### config.mk
export PLATFORM = sky130hd
export DESIGN_NAME = host_field_syntax_checker_top
export DESIGN_NICKNAME = d
export VERILOG_FILES = /design/src/hfsc_pkg.sv /design/src/hfsc_recog.sv /design/src/host_field_syntax_checker_top.sv
export SDC_FILE = /design/constraint.sdc
export NUM_CORES = 1
export LEC_CHECK = 0
export BUFFER_PORTS_ARGS = -buffer_cell sky130_fd_sc_hd__buf_2
export CORE_MARGIN = 10
export CORE_UTILIZATION = 50
export CTS_BUF_LIST = sky130_fd_sc_hd__clkbuf_2 sky130_fd_sc_hd__clkbuf_4 sky130_fd_sc_hd__clkbuf_8
export DETAILED_ROUTE_END_ITERATION = 10
export HOLD_SLACK_MARGIN = 0.15
export PLACE_DENSITY = 0.68
export SYNTH_ARGS = -nofsm -noshare
export SYNTH_HDL_FRONTEND = slang
export SYNTH_SLANG_ARGS = --single-unit
### constraint.sdc
create_clock -name clk -period 3.4 [get_ports clk]
set_input_delay 0.17 -clock clk [delete_from_list [all_inputs] [get_ports clk]]
set_output_delay 0.17 -clock clk [all_outputs]
set_load 0.03 [all_outputs]
### src/hfsc_pkg.sv
`timescale 1ns / 1ps
`default_nettype none
// ----------------------------------------------------------------------------
// hfsc_pkg
// Shared types and codes for the host field syntax checker.
// ----------------------------------------------------------------------------
package hfsc_pkg;

  // Result form codes
  localparam logic [1:0] FORM_NONE = 2'd0;
  localparam logic [1:0] FORM_HOST = 2'd1;
  localparam logic [1:0] FORM_IPV4 = 2'd2;
  localparam logic [1:0] FORM_IPV6 = 2'd3;

  // One byte handed from the input register to the recognizers
  typedef struct packed {
    logic       step;
    logic [7:0] char_byte;
    logic       last_byte;
  } step_t;

  // Verdict for a finished string
  typedef struct packed {
    logic       host_valid;
    logic [1:0] matched_form;
  } verdict_t;

endpackage
`default_nettype wire

### src/hfsc_recog.sv
`timescale 1ns / 1ps
`default_nettype none
// ----------------------------------------------------------------------------
// hfsc_recog
// Hostname, IPv4 and IPv6 recognizers running side by side on one byte per
// step; the verdict is formed combinationally from the updated state.
// ----------------------------------------------------------------------------
module hfsc_recog (
  input  wire logic             clk,
  input  wire logic             rst_n,
  input  wire hfsc_pkg::step_t  step_in,
  output hfsc_pkg::verdict_t    verdict
);

  localparam logic [6:0] HOST_MAX_LEN = 7'd63;
  localparam logic [6:0] COUNT_SAT    = 7'd64;
  localparam logic [3:0] PREFIX_DONE  = 4'd15;
  localparam logic [3:0] ZERO_LAST    = 4'd11;
  localparam logic [3:0] FFFF_LAST    = 4'd14;
  localparam logic [3:0] ZERO_LEN     = 4'd12;

  // label phase codes
  localparam logic [1:0] LBL_START  = 2'd0;
  localparam logic [1:0] LBL_ALNUM  = 2'd1;
  localparam logic [1:0] LBL_HYPHEN = 2'd2;

  localparam logic [7:0] CH_DOT    = 8'h2E;
  localparam logic [7:0] CH_COLON  = 8'h3A;
  localparam logic [7:0] CH_HYPHEN = 8'h2D;
  localparam logic [7:0] CH_ZERO   = 8'h30;
  localparam logic [7:0] CH_F      = 8'h46;

  typedef struct packed {
    logic [1:0] grp;
    logic [1:0] dig;
    logic       alive;
  } quad_t;

  function automatic logic is_dig(logic [7:0] c);
    return (c >= 8'h30) && (c <= 8'h39);
  endfunction

  function automatic logic is_alpha(logic [7:0] c);
    return ((c >= 8'h41) && (c <= 8'h5A)) || ((c >= 8'h61) && (c <= 8'h7A));
  endfunction

  function automatic logic is_hex(logic [7:0] c);
    return is_dig(c) || ((c >= 8'h41) && (c <= 8'h46));
  endfunction

  function automatic quad_t quad_feed(quad_t q, logic [7:0] c);
    quad_t r;
    r = q;
    if (q.alive) begin
      if (is_dig(c)) begin
        if (q.dig == 2'd3) r.alive = 1'b0;
        else r.dig = q.dig + 2'd1;
      end else if (c == CH_DOT) begin
        if ((q.dig == 2'd0) || (q.grp == 2'd3)) begin
          r.alive = 1'b0;
        end else begin
          r.grp = q.grp + 2'd1;
          r.dig = 2'd0;
        end
      end else begin
        r.alive = 1'b0;
      end
    end
    return r;
  endfunction

  function automatic logic quad_ok(quad_t q);
    return q.alive && (q.grp == 2'd3) && (q.dig != 2'd0);
  endfunction

  // "0:0:0:0:0:0:"
  function automatic logic [7:0] zero_char(logic [3:0] pos);
    return pos[0] ? CH_COLON : CH_ZERO;
  endfunction

  // "0:0:0:0:0:FFFF:"
  function automatic logic [7:0] ffff_char(logic [3:0] pos);
    logic [7:0] ch;
    case (pos)
      4'd10, 4'd11, 4'd12, 4'd13: ch = CH_F;
      4'd14:                      ch = CH_COLON;
      default:                    ch = pos[0] ? CH_COLON : CH_ZERO;
    endcase
    return ch;
  endfunction

  logic [6:0] byte_count_r, byte_count_nxt;
  logic [1:0] label_phase_r, label_phase_nxt;
  logic       host_alive_r, host_alive_nxt;
  quad_t      quad_r, quad_nxt;
  logic [2:0] hex_group_r, hex_group_nxt;
  logic       hex_seen_r, hex_seen_nxt;
  logic       hex_alive_r, hex_alive_nxt;
  logic [1:0] seen_dc_r, seen_dc_nxt;
  logic [3:0] pfx_pos_r, pfx_pos_nxt;
  logic [1:0] pfx_cand_r, pfx_cand_nxt;
  quad_t      tail_r, tail_nxt;

  logic [7:0] c;
  logic       cand_zero, cand_ffff;
  logic       host_ok, v4_ok, v6_ok;

  assign c = step_in.char_byte;

  always_comb begin
    byte_count_nxt  = byte_count_r;
    label_phase_nxt = label_phase_r;
    host_alive_nxt  = host_alive_r;
    hex_group_nxt   = hex_group_r;
    hex_seen_nxt    = hex_seen_r;
    hex_alive_nxt   = hex_alive_r;
    seen_dc_nxt     = seen_dc_r;
    pfx_pos_nxt     = pfx_pos_r;
    pfx_cand_nxt    = pfx_cand_r;
    tail_nxt        = tail_r;
    cand_zero       = 1'b0;
    cand_ffff       = 1'b0;

    if (c == CH_DOT)   seen_dc_nxt[0] = 1'b1;
    if (c == CH_COLON) seen_dc_nxt[1] = 1'b1;

    // hostname
    if (byte_count_r < COUNT_SAT) byte_count_nxt = byte_count_r + 7'd1;
    if (host_alive_r) begin
      if (is_alpha(c) || is_dig(c)) begin
        label_phase_nxt = LBL_ALNUM;
      end else if (c == CH_HYPHEN) begin
        if (label_phase_r == LBL_START) host_alive_nxt = 1'b0;
        else label_phase_nxt = LBL_HYPHEN;
      end else if (c == CH_DOT) begin
        if (label_phase_r != LBL_ALNUM) host_alive_nxt = 1'b0;
        else label_phase_nxt = LBL_START;
      end else begin
        host_alive_nxt = 1'b0;
      end
    end

    // IPv4
    quad_nxt = quad_feed(quad_r, c);

    // IPv6 pure hex form
    if (hex_alive_r) begin
      if (is_hex(c)) begin
        hex_seen_nxt = 1'b1;
      end else if (c == CH_COLON) begin
        if (!hex_seen_r || (hex_group_r == 3'd7)) begin
          hex_alive_nxt = 1'b0;
        end else begin
          hex_group_nxt = hex_group_r + 3'd1;
          hex_seen_nxt  = 1'b0;
        end
      end else begin
        hex_alive_nxt = 1'b0;
      end
    end

    // IPv6 prefix followed by dotted quad
    if (pfx_cand_r != 2'b00) begin
      if (pfx_pos_r == PREFIX_DONE) begin
        tail_nxt = quad_feed(tail_r, c);
      end else begin
        cand_zero = pfx_cand_r[0] && (pfx_pos_r < ZERO_LEN) && (zero_char(pfx_pos_r) == c);
        cand_ffff = pfx_cand_r[1] && (ffff_char(pfx_pos_r) == c);
        pfx_cand_nxt = {cand_ffff, cand_zero};
        if (cand_zero && (pfx_pos_r == ZERO_LAST)) begin
          pfx_cand_nxt = 2'b01;
          pfx_pos_nxt  = PREFIX_DONE;
        end else if (cand_ffff && (pfx_pos_r == FFFF_LAST)) begin
          pfx_cand_nxt = 2'b10;
          pfx_pos_nxt  = PREFIX_DONE;
        end else if (cand_zero || cand_ffff) begin
          pfx_pos_nxt = pfx_pos_r + 4'd1;
        end
      end
    end
  end

  always_comb begin
    host_ok = host_alive_nxt && (label_phase_nxt == LBL_ALNUM) &&
              (byte_count_nxt <= HOST_MAX_LEN);
    v4_ok   = !seen_dc_nxt[1] && quad_ok(quad_nxt);
    v6_ok   = seen_dc_nxt[1] &&
              ((seen_dc_nxt[0] && (pfx_pos_nxt == PREFIX_DONE) &&
                (pfx_cand_nxt != 2'b00) && quad_ok(tail_nxt)) ||
               (!seen_dc_nxt[0] && hex_alive_nxt && (hex_group_nxt == 3'd7) &&
                hex_seen_nxt));
    if (host_ok)    verdict.matched_form = hfsc_pkg::FORM_HOST;
    else if (v4_ok) verdict.matched_form = hfsc_pkg::FORM_IPV4;
    else if (v6_ok) verdict.matched_form = hfsc_pkg::FORM_IPV6;
    else            verdict.matched_form = hfsc_pkg::FORM_NONE;
    verdict.host_valid = host_ok || v4_ok || v6_ok;
  end

  // Advance on each step; drop back to the start state after the final byte.
  always_ff @(posedge clk) begin
    if (!rst_n || (step_in.step && step_in.last_byte)) begin
      byte_count_r  <= '0;
      label_phase_r <= LBL_START;
      host_alive_r  <= 1'b1;
      quad_r        <= '{grp: 2'd0, dig: 2'd0, alive: 1'b1};
      hex_group_r   <= '0;
      hex_seen_r    <= 1'b0;
      hex_alive_r   <= 1'b1;
      seen_dc_r     <= '0;
      pfx_pos_r     <= '0;
      pfx_cand_r    <= 2'b11;
      tail_r        <= '{grp: 2'd0, dig: 2'd0, alive: 1'b1};
    end else if (step_in.step) begin
      byte_count_r  <= byte_count_nxt;
      label_phase_r <= label_phase_nxt;
      host_alive_r  <= host_alive_nxt;
      quad_r        <= quad_nxt;
      hex_group_r   <= hex_group_nxt;
      hex_seen_r    <= hex_seen_nxt;
      hex_alive_r   <= hex_alive_nxt;
      seen_dc_r     <= seen_dc_nxt;
      pfx_pos_r     <= pfx_pos_nxt;
      pfx_cand_r    <= pfx_cand_nxt;
      tail_r        <= tail_nxt;
    end
  end

`ifndef SYNTHESIS
  a_count_sat: assert property (@(posedge clk) disable iff (!rst_n)
    byte_count_r <= COUNT_SAT)
    else $error("byte count above saturation");

  a_prefix_done_one: assert property (@(posedge clk) disable iff (!rst_n)
    (pfx_pos_r == PREFIX_DONE) |-> $onehot(pfx_cand_r))
    else $error("finished prefix without exactly one candidate");

  a_string_restart: assert property (@(posedge clk) disable iff (!rst_n)
    (step_in.step && step_in.last_byte) |=> (byte_count_r == 7'd0) && host_alive_r)
    else $error("recognizers not restarted after final byte");
`endif

endmodule
`default_nettype wire

### src/host_field_syntax_checker_top.sv
`timescale 1ns / 1ps
`default_nettype none
// ----------------------------------------------------------------------------
// host_field_syntax_checker_top
// Byte-stream checker for the host field: hostname, IPv4 or IPv6 syntax.
// ----------------------------------------------------------------------------
// Accepts one byte of a host string per cycle while in_stall is low, with
// in_last_byte marking the final byte, and emits one transaction per string:
// out_host_valid and the matched form (hostname has priority over IPv4, then
// IPv6). Bytes can enter back to back at one per clock unless stalled; each
// byte is registered, folded into the recognizer flags and counters, and the
// verdict for the final byte is captured in the output register behind
// out_valid. A stall on the result side only backs up the input once a second
// final byte is waiting behind an untaken result.
module host_field_syntax_checker_top (
  input  wire logic       clk,
  input  wire logic       rst_n,
  input  wire logic       in_valid,
  output logic            in_stall,
  input  wire logic [7:0] in_char_byte,
  input  wire logic       in_last_byte,
  output logic            out_valid,
  input  wire logic       out_stall,
  output logic            out_host_valid,
  output logic [1:0]      out_matched_form
);

  logic               s1_valid_r, s1_valid_nxt;
  logic [7:0]         s1_char_r;
  logic               s1_last_r;
  logic               s1_adv;
  logic               in_acc;
  logic               out_valid_r, out_valid_nxt;
  logic               out_host_valid_r;
  logic [1:0]         out_form_r;
  hfsc_pkg::step_t    step;
  hfsc_pkg::verdict_t verdict;

  // A non-final byte never waits; a final byte needs room in the result register.
  assign s1_adv   = !s1_last_r || !out_valid_r || !out_stall;
  assign in_stall = s1_valid_r && !s1_adv;
  assign in_acc   = in_valid && !in_stall;

  assign step.step      = s1_valid_r && s1_adv;
  assign step.char_byte = s1_char_r;
  assign step.last_byte = s1_last_r;

  hfsc_recog u_recog (
    .clk     (clk),
    .rst_n   (rst_n),
    .step_in (step),
    .verdict (verdict)
  );

  always_comb begin
    s1_valid_nxt = s1_valid_r;
    if (in_acc) s1_valid_nxt = 1'b1;
    else if (s1_adv) s1_valid_nxt = 1'b0;

    out_valid_nxt = out_valid_r;
    if (step.step && s1_last_r) out_valid_nxt = 1'b1;
    else if (!out_stall) out_valid_nxt = 1'b0;
  end

  always_ff @(posedge clk) begin
    if (!rst_n) begin
      s1_valid_r  <= 1'b0;
      out_valid_r <= 1'b0;
    end else begin
      s1_valid_r  <= s1_valid_nxt;
      out_valid_r <= out_valid_nxt;
    end
  end

  always_ff @(posedge clk) begin
    if (in_acc) begin
      s1_char_r <= in_char_byte;
      s1_last_r <= in_last_byte;
    end
    if (step.step && s1_last_r) begin
      out_host_valid_r <= verdict.host_valid;
      out_form_r       <= verdict.matched_form;
    end
  end

  assign out_valid        = out_valid_r;
  assign out_host_valid   = out_host_valid_r;
  assign out_matched_form = out_form_r;

`ifndef SYNTHESIS
  a_valid_form_agree: assert property (@(posedge clk) disable iff (!rst_n)
    out_valid_r |-> (out_host_valid_r == (out_form_r != hfsc_pkg::FORM_NONE)))
    else $error("host_valid disagrees with matched form");

  a_stall_needs_item: assert property (@(posedge clk) disable iff (!rst_n)
    in_stall |-> (s1_valid_r && s1_last_r && out_valid_r))
    else $error("input stalled without a blocked final byte");

  a_result_from_last: assert property (@(posedge clk) disable iff (!rst_n)
    (!out_valid_r || !out_stall) && !(s1_valid_r && s1_last_r) |=> !out_valid_r)
    else $error("result appeared without a final byte");
`endif

endmodule
`default_nettype wire

==> flow_summary.toml, run 1 <==
[synth]
synth_cell_types = 67
synth_most_common_cell = "nor2_1"
synth_area_leaders = "dfxtp_1, edfxtp_1, nor2_1"
syn_inst = 305
synth_common_cells = "nor2_1, nand2_1, dfxtp_1, a21oi_1, o21ai_0"
synth_top_area_frac = 0.262
syn_area_per_cell_um2 = 8.76
synth_edf_count = 12
async_flop_share = 0
ys_seq_area_frac = 0.397
syn_area_um2 = 2670
ys_warn_count = 0
ys.flop_type = "dfxtp_1"
syn_nets = 327
ys_ff_latch = 47
yosys.area.top_type = "dfxtp_1"

[clocking]
numClockSinks = 47
path_clk_slew_ns = 0.09
tritoncts = "built"
cts_resized = 0
numCtsBuffers = 5
clock_latency_ns = 0.30
htree_num_levels = 2
cts_root_buf = "clkbuf_8"
clockBufferDepth = 2

[timing]
fin_hold_ws_ns = 0.390
timing.fmax_ghz = 0.349
finalMaxSlewViolations = 0
rsz0062_at_grt = "no"
skew_ns = 0.00870
finalSetupViolations = 0
finalHoldViolCount = 0
fin_crit_sh = 0.842
fin_crit_ns = 2.86
slew_headroom = 0.429
tns_ns = 0
tightest_slew_ns = 0.854

[worst_setup_path]
endpoint = "u_recog.pfx_pos_r[3]"
timing.rr.start = "u_recog.pfx_pos_r[0]"
required_ns = 3.60
critPathMaxStageDelay_ns = 0.49
crit_path_end_kind = "flop"
cp-start-kind = "flop"
crit_chain = "inv_1 -> ha_1 -> nor2_2 -> o22ai_1 -> a221oi_2 -> o211ai_4 -> a2111oi_4 -> mux2_1 -> o221a_1"
arrival_ns = 3.07
r2r_end = "u_recog.pfx_pos_r[3]"
cp_max_fo = 9
worstRegToRegCells = 9
r2r_setup_slack_ns = 0.54
critical_path_class = "flop to flop"
crit_start = "u_recog.pfx_pos_r[0]"
critPathSlowestCell = "dfxtp_1"

[detailed_routing]
drtAntennaViolNets = 0
drtPass1Iterations = 4
drc = 0
finalWirelength_um = 5940
drtIter0Drc = 151
num_vias = 2270
viasPerCell = 5.68
wl_per_cell_um = 14.9

[power_and_ir_drop]
p_clk_frac = 0.372
seqPwrFrac = 0.549
sw_frac_of_total = 0.237
powerDensity_nw_per_um2 = 367
peakVddDrop_mv = 0.247
p_sw_uw = 263
combinationalPowerShare = 0.079
power_mw = 1.11
internal_power_uw = 844
power.leakage_nw = 1.14

[floorplanning]
coreArea_um2 = 5140
start_util = 0.520
io_pins = 18
die_area_um2 = 8670
die_x_um = 93.1
num_rows = 26
die_h_um = 93.1

[global_route]
grt_pass1_vias = 2172
grt_overflow = 0
antenna_found_initial = 0
grt_pass1_wl_um = 10100
grtUsageTotal = 0.141
grt_start_max_net_pins = 25

[final_layout]
area_growth_pct = 13.0
layout-drive-gt1-share = 0.121
fin_util = 0.587
fin_nets = 351
fin_cells = 400
diodes = 0

[run_status]
status = "finished clean"

[placed_design]
place_congestion = 0.875
hpwl_um = 4220
placedCellCount = 379
portBuffers = 17

[hold_path]
worstHoldPathType = "primary input to flop"

[run]
maxCapViolations = 0
[per-stage QoR]
step / worst slack (ns) / instance area, µm²
floorplan: 0.795 / 2670
global placement: 0.644 / 2780
detailed placement: 0.579 / 2780
CTS: 0.578 / 3020
global route: 0.381 / 3020
finish: 0.538 / 3020
[placed cells by master (no fill, tap or decap), types with 3 or more instances in the layout]
cell           instances
nor2_1                39
nand2_1               36
dfxtp_1               35
a21oi_1               21
buf_2                 17
o21ai_0               15
nand3_1               13
dlygate4sd3_1         13
edfxtp_1              12
ha_1                   9
inv_1                  7
and3_1                 6
nor3_1                 5
xnor2_1                5
mux2i_1                5
o31ai_1                5
clkbuf_8               5
and2_1                 4
nand2b_1               4
nand4_1                4
nor3b_1                3
o22ai_1                3
a31oi_1                3
nor4_1                 3
a22oi_1                3
a41oi_1                3
xor2_1                 3
[worst min path at each step]
| stage | start | end | cells after the start |
|---|---|---|---|
| after floorplan | in_char_byte[0] | s1_char_r[0] | 0 |
| after global placement | in_char_byte[6] | s1_char_r[6] | 1 |
| after detailed placement | in_last_byte | s1_last_r | 1 |
| after CTS | rst_n | u_recog.pfx_cand_r[0] | 3 |
| after global routing | rst_n | u_recog.quad_r[0] | 3 |
| final | rst_n | u_recog.pfx_cand_r[0] | 3 |
[critical path: cells and delay by family (launching register included)]
kind,cells,cell delay (ns)
mux,1,0.36
fa+ha+maj,1,0.29
flops,1,0.49
simple gates,1,0.13
compound gates,5,1.31
buf+inv,1,0.19
[per-layer routing]
layer,global-route usage,up-vias,routed length [µm]
li1,-,1165,-
met1,0.181,1055,2860
met2,0.221,43,2720
met3,0.0376,7,302
met4,0.0501,0,65
met5,0,-,0
[kinds of logic after synthesis]
logic type | share of synthesized area
AO/OA/AOI/OAI | 0.219
XOR/XNOR | 0.0262
adder cells (fa/ha/maj) | 0.0421
buffers and inverters | 0.0384
flip-flops | 0.397
multiplexers | 0.0229
AND/OR/NAND/NOR | 0.254
[power by group through the flow]
| stage | combinational [mW] | clock, mW | sequential (mW) |
|---|---|---|---|
| global route | 0.0979 | 0.442 | 0.610 |
| detailed placement | 0.0762 | 0 | 0.620 |
| CTS | 0.0872 | 0.421 | 0.607 |
| finish | 0.0873 | 0.412 | 0.608 |
| global placement | 0.0755 | 0 | 0.620 |
| floorplan | 0.0583 | 0 | 0.614 |
[flip-flops by register name, indices dropped and copies added, names as in the netlist]
| name | cells |
|---|---|
| s1_char_r | 8 |
| u_recog.hex_alive_r | 1 |
| out_valid | 1 |
| u_recog.pfx_pos_r | 4 |
| u_recog.hex_group_r | 3 |
| u_recog.host_alive_r | 1 |
| u_recog.label_phase_r | 2 |
| u_recog.byte_count_r | 7 |
| u_recog.tail_r | 5 |
| u_recog.seen_dc_r | 2 |
| u_recog.quad_r | 5 |
| s1_valid_r | 1 |
| u_recog.pfx_cand_r | 2 |
| s1_last_r | 1 |
| out_host_valid | 1 |
| out_matched_form | 2 |
| u_recog.hex_seen_r | 1 |
[repair_timing]
action,in CTS,in global routing
buffers inserted,0,0
hold buffers,13,0
endpoints found under the setup margin,0,0
endpoints found under the hold margin,11,0
[area by class of cell]
class	instances	area [µm²]
clock buffer	5	68.8
clock inverter	3	43.8
fill	488	2120
inverter	7	26.3
multi-input combinational	237	1510
sequential	47	1060
tap	70	87.6
timing repair buffer	31	223
(Power assumes the default switching activity.)
==> run 2: changes to the inputs <==
--- a/config.mk
+++ b/config.mk
@@ -5,13 +5,14 @@
 export SDC_FILE = /design/constraint.sdc
 export NUM_CORES = 1
 export LEC_CHECK = 0
+export ABC_AREA = 1
 export BUFFER_PORTS_ARGS = -buffer_cell sky130_fd_sc_hd__buf_2
 export CORE_MARGIN = 10
 export CORE_UTILIZATION = 50
 export CTS_BUF_LIST = sky130_fd_sc_hd__clkbuf_2 sky130_fd_sc_hd__clkbuf_4 sky130_fd_sc_hd__clkbuf_8
 export DETAILED_ROUTE_END_ITERATION = 10
 export HOLD_SLACK_MARGIN = 0.15
-export PLACE_DENSITY = 0.68
+export PLACE_DENSITY = 0.7
 export SYNTH_ARGS = -nofsm -noshare
 export SYNTH_HDL_FRONTEND = slang
 export SYNTH_SLANG_ARGS = --single-unit
==> constraint.sdc (replaced) <==
create_clock -name clk -period 2.56 [get_ports clk]
set_input_delay 0.128 -clock clk [delete_from_list [all_inputs] [get_ports clk]]
set_output_delay 0.128 -clock clk [all_outputs]
set_load 0.03 [all_outputs]
==> flow_summary.toml, run 2 <==
[run_status]
status = "finished clean"

[final_layout]
area_growth_pct = 17.8
fin_util = 0.621
final_cell_mix = "nand2_1, inv_1, nor2_1, o21ai_0, dfxtp_1"
layout-drive-gt1-share = 0.168
fin_nets = 444
final_common_cell = "nand2_1"
diodes = 0
largest_register_ffs = 8
regMostFlops = "s1_char_r"
nFillCells = 461
top_regs = "s1_char_r: 8 flops, u_recog.byte_count_r: 7 flops"

[timing]
finalSetupViolations = 0
finalHoldViolCount = 0
slew_headroom = 0.508
fin_crit_sh = 0.909
finalMaxSlewViolations = 0
tightest_slew_ns = 0.735
timing.fmax_ghz = 0.430
tns_ns = 0
skew_ns = 0.00487
fin_crit_ns = 2.33

[synth]
syn_inst = 383
synth-simple-area-share = 0.296
synth.area.mux_share = 0.00729
synth_area_leaders = "dfxtp_1, edfxtp_1, nand2_1"
ys.flop_type = "dfxtp_1"
syn_nets = 405
syn_area_per_cell_um2 = 7.17
ys_warn_count = 0
synth-adder-area-share = 0.0410
synth_top_area_frac = 0.255
synth_most_common_cell = "nand2_1"
synth_edf_count = 12
synth_common_cells = "nand2_1, inv_1, nor2_1, dfxtp_1, o21ai_0"
synth_top_family_by_area = "simple AND/OR/NAND/NOR gates"
async_flop_share = 0
yosys.area.top_type = "dfxtp_1"
ys_seq_area_frac = 0.386
synth-compound-area-share = 0.152
yosys.area_share.xor_xnor = 0.0159
ys_ff_latch = 47
syn_area_um2 = 2750
synth_cell_types = 38

[power_and_ir_drop]
p_clk_frac = 0.323
powerDensity_nw_per_um2 = 478
combinationalPowerShare = 0.139
internal_power_mw = 1.13
power_mw = 1.55
peakVddDrop_mv = 0.432
sw_frac_of_total = 0.270
seqPwrFrac = 0.538
p_sw_uw = 418
power.leakage_nw = 1.53

[clocking]
clockBufferDepth = 2
tritoncts = "built"
htree_num_levels = 2
numClockSinks = 47
clock_latency_ns = 0.30
path_clk_slew_ns = 0.09
numCtsBuffers = 5
cts_root_buf = "clkbuf_8"

[worst_setup_path]
critPathSlowestCell = "dfxtp_4"
cp_max_fo = 6
critPathMaxStageDelay_ns = 0.38
crit_chain = "buf_4 -> ha_1 -> inv_1 -> nand2_1 -> nand2_4 -> nand2_4 -> a21oi_1 -> nand2_1 -> nor2_4 -> nand3_4 -> nand2_4 -> nand2_1 -> nand3_1 -> nand2_1 -> nor2_1 -> nand3_1 -> nand2_1 -> nand2_2 -> a21oi_2"
cp.buffers_inverters = 2
cpMostUsedCell = "nand2_1"
crit_path_end_kind = "flop"
cp-start-kind = "flop"
critical_path_class = "flop to flop"
arrival_ns = 2.49
required_ns = 2.72
critPathTopFamily = "simple AND/OR/NAND/NOR gates"

[floorplanning]
start_util = 0.528
die_x_um = 94.1
num_rows = 26
coreArea_um2 = 5200
die_h_um = 94.1
die_area_um2 = 8860
io_pins = 18

[run]
maxCapViolations = 0

[global_route]
met3_usage = 0.0304
antenna_found_initial = 0
grt.met1_usage = 0.180
grt_pass1_vias = 2378
grtUsageTotal = 0.147
met2_usage = 0.251
gr-max-usage-layer = "met2"
grt_start_max_net_pins = 25
grt_overflow = 0
grt_pass1_wl_um = 10700

[placed_design]
place_congestion = 0.899
hpwl_um = 4370
portBuffers = 17

[detailed_routing]
finalWirelength_um = 6080
drtAntennaViolNets = 0
drc = 0
drtPass1Iterations = 4
num_vias = 2503
drtIter0Drc = 116
viasPerCell = 5.08
wl_per_cell_um = 12.3

[hold_path]
worstHoldPathType = "primary input to flop"
-- run 2: cells by family after synthesis --
kind of cell,count (synthesis)
compound gates,77
xor+xnor,5
fa+ha+maj,9
buf+inv,73
flops,47
mux,2
simple gates,170
-- run 2: cell type report --
type | count | area [µm²] | share of cell area
multi-input cells | 263 | 1450 | 0.448
flip-flops and latches | 47 | 1070 | 0.330
repair buffers | 38 | 270 | 0.0836
inverters | 67 | 259 | 0.0801
clock buffers | 7 | 96.3 | 0.0298
well taps | 70 | 87.6 | 0.0271
clock inverters | 1 | 6.26 | 0.00193
-- run 2: final timing paths --
kind         depth (start not counted)            startpoint                    to  slack [ns]
max                                 19  u_recog.pfx_pos_r[0]   out_matched_form[1]        0.23
min                                  5             out_stall             out_valid        0.20
max reg2reg                         19  u_recog.pfx_pos_r[0]   out_matched_form[1]        0.23
min reg2reg                          2  u_recog.host_alive_r  u_recog.host_alive_r        0.47
-- run 2: what timing repair did --
action	in CTS	in global routing
endpoints found under the hold margin	11	0
setup endpoints to repair	0	3
setup buffers	0	2
gates resized for setup	0	14
hold buffers	11	0
-- run 2: metrics by stage --
stage                     area (µm²)  hold WS, ns  std cells  worst slack [ns]
after floorplan                 2750        0.227        383             0.362
after global placement          2960        0.305        472             0.160
after detailed placement        2960        0.306        472            0.0906
after CTS                       3170        0.188        491            0.0715
after global routing            3230        0.256        493           -0.0332
final                           3230        0.202        493             0.232
-- run 2: layer usage --
layer  share of wire  wire length, µm
met4           0.010               61
met2            0.48             2910
met3           0.033              201
met5               0                0
met1            0.48             2910
-- run 2: worst min-delay path, cell delays in order --
cell,delay (ns)
buf_2,0.07
nand2_1,0.04
inv_1,0.08
o21ai_0,0.10
inv_1,0.06
-- run 2: power groups by stage --
stage | clock (mW) | combinational, mW | sequential, mW
detailed placement | 0 | 0.192 | 0.848
global placement | 0 | 0.190 | 0.847
global route | 0.541 | 0.248 | 0.838
floorplan | 0 | 0.138 | 0.845
finish | 0.500 | 0.215 | 0.832
CTS | 0.511 | 0.206 | 0.830
==> run 3: changes to the inputs <==
==> constraint.sdc (replaced) <==
create_clock -name clk -period 1.9 [get_ports clk]
set_input_delay 0.095 -clock clk [delete_from_list [all_inputs] [get_ports clk]]
set_output_delay 0.095 -clock clk [all_outputs]
set_load 0.03 [all_outputs]
==> flow_summary.toml, run 3 (same netlist as run 2, synthesis figures left out) <==
[run_status]
status = "complete, but fails checks"
violations = "negative setup slack"

[global_route]
grtUsageTotal = 0.166
grt_overflow = 0
grt_pass1_vias = 2795
antenna_found_initial = 0
grt_start_max_net_pins = 24
grt_pass1_wl_um = 12200

[worst_setup_path]
cp_max_fo = 5
crit_path_end_kind = "flop"
crit_chain = "ha_4 -> buf_6 -> nand2_4 -> nor3b_4 -> nand3_2 -> xor2_1 -> nand3_1 -> nor2_1 -> nand2_1 -> nor2_1 -> nand3_1 -> nand2_2 -> nand2_2 -> a21oi_2"
required_ns = 2.06
r2r_end = "out_matched_form[1]"
arrival_ns = 2.54
critPathMaxStageDelay_ns = 0.41
critical_path_class = "flop to flop"
timing.rr.start = "u_recog.pfx_pos_r[0]"
cp-start-kind = "flop"
critPathSlowestCell = "dfxtp_4"
r2r_setup_slack_ns = -0.48
worstRegToRegCells = 14

[final_layout]
layout-drive-gt1-share = 0.384
postLayoutCellArea_um2 = 3960
final_common_cell = "buf_4"
final_cell_mix = "buf_4, nand2_1, inv_1, dfxtp_1, nor2_1"
diodes = 0
regMostFlops = "s1_char_r"
fin_nets = 508
largest_register_ffs = 8
area_growth_pct = 44.2
top_regs = "s1_char_r: 8 flops, u_recog.byte_count_r: 7 flops"
fin_util = 0.761

[floorplanning]
die_area_um2 = 8860
num_rows = 26
die_h_um = 94.1
start_util = 0.528
coreArea_um2 = 5200
die_x_um = 94.1
io_pins = 18

[power_and_ir_drop]
power.leakage_nw = 1.86
peakVddDrop_mv = 0.491
power_mw = 2.36
powerDensity_nw_per_um2 = 596

[timing]
finalMaxSlewViolations = 0
fin_crit_ns = 2.38
fin_crit_sh = 1.25
timing.fmax_ghz = 0.421
tns_ns = -1.65
slew_headroom = 0.621
finalSetupViolations = 11
rsz0062_at_grt = "yes"
finalHoldViolCount = 0
fin_ws_ns = -0.478
tightest_slew_ns = 0.568
skew_ns = 0.00611

[detailed_routing]
finalWirelength_um = 7800
wl_per_cell_um = 14.0
num_vias = 2896
drtIter0Drc = 175
drc = 0
drtAntennaViolNets = 0
drtPass1Iterations = 4
viasPerCell = 5.20

[run]
maxCapViolations = 0

[placed_design]
placed_area_um2 = 3420
portBuffers = 17
place_congestion = 0.867
hpwl_um = 4980

[hold_path]
min_to = "out_valid"
hold_depth = 5
min_from = "out_stall"
worstHoldPathType = "primary input to flop"

[clocking]
numClockSinks = 47
path_clk_slew_ns = 0.10
clockBufferDepth = 2
clock_latency_ns = 0.30
tritoncts = "built"
numCtsBuffers = 5
cts_root_buf = "clkbuf_8"
htree_num_levels = 2
## run 3: cell count changes in the layout (fill, tap and decap cells not counted), moves of 8 or more
cell     before  now
buf_4        10   72
nor2_1       40   32
a21oi_2       1    9
inv_2         3   11
a21oi_1      29   21
inv_1        62   53
nand2_1      69   57
nand2_2       4   14
## run 3: how the worst max path moves through the flow
stage                         start                  end
3_5_place_dp           s1_char_r[1]  out_matched_form[1]
6_report       u_recog.pfx_pos_r[0]  out_matched_form[1]
5_1_grt                s1_char_r[3]  out_matched_form[1]
3_3_place_gp           s1_char_r[1]  out_matched_form[1]
4_1_cts        u_recog.pfx_pos_r[0]  out_matched_form[1]
2_1_floorplan  u_recog.pfx_pos_r[0]       out_host_valid
## run 3: per-stage QoR
stage          setup slack, ns  cells  hold slack (ns)
2_1_floorplan           -0.116    383            0.194
3_3_place_gp            -0.352    524            0.272
3_5_place_dp            -0.440    524            0.273
4_1_cts                 -0.409    548            0.153
5_1_grt                 -0.607    557            0.200
6_report                -0.478    557            0.169
## run 3: critical path: cells and delay by family, from the launching register on
family          cells  cell delay [ns]
buf+inv             1             0.10
xor+xnor            1             0.22
flops               1             0.41
simple gates       10             1.24
fa+ha+maj           1             0.15
compound gates      1             0.13
## run 3: routing by layer
layer	vias up	wire (µm)	GRT usage
met4	0	173	0.0646
met2	83	3910	0.281
met3	16	347	0.0368
met5	-	0	0
li1	1461	-	-
met1	1336	3360	0.200
## run 3: where the power goes
group	internal, mW	total [mW]	leakage (nW)	switching (mW)
registers	1.08	1.12	0.402	0.0475
clock network	0.433	0.794	0.0618	0.360
logic	0.200	0.442	1.40	0.242
## run 3: cell type report
cell class / instances / area [µm²]
clock inverter: 2 / 38.8
multi-input combinational: 263 / 1660
clock buffer: 6 / 82.6
sequential: 47 / 1070
tap: 70 / 87.6
fill: 362 / 1240
timing repair buffer: 102 / 758
inverter: 67 / 264
## run 3: what timing repair did
item                                    in CTS  in global routing
resized for setup                           14                 47
endpoints found under the setup margin       9                 20
pin swaps                                   10                 20
endpoints found under the hold margin       11                  0
setup buffers                                5                  9
hold buffers                                11                  0
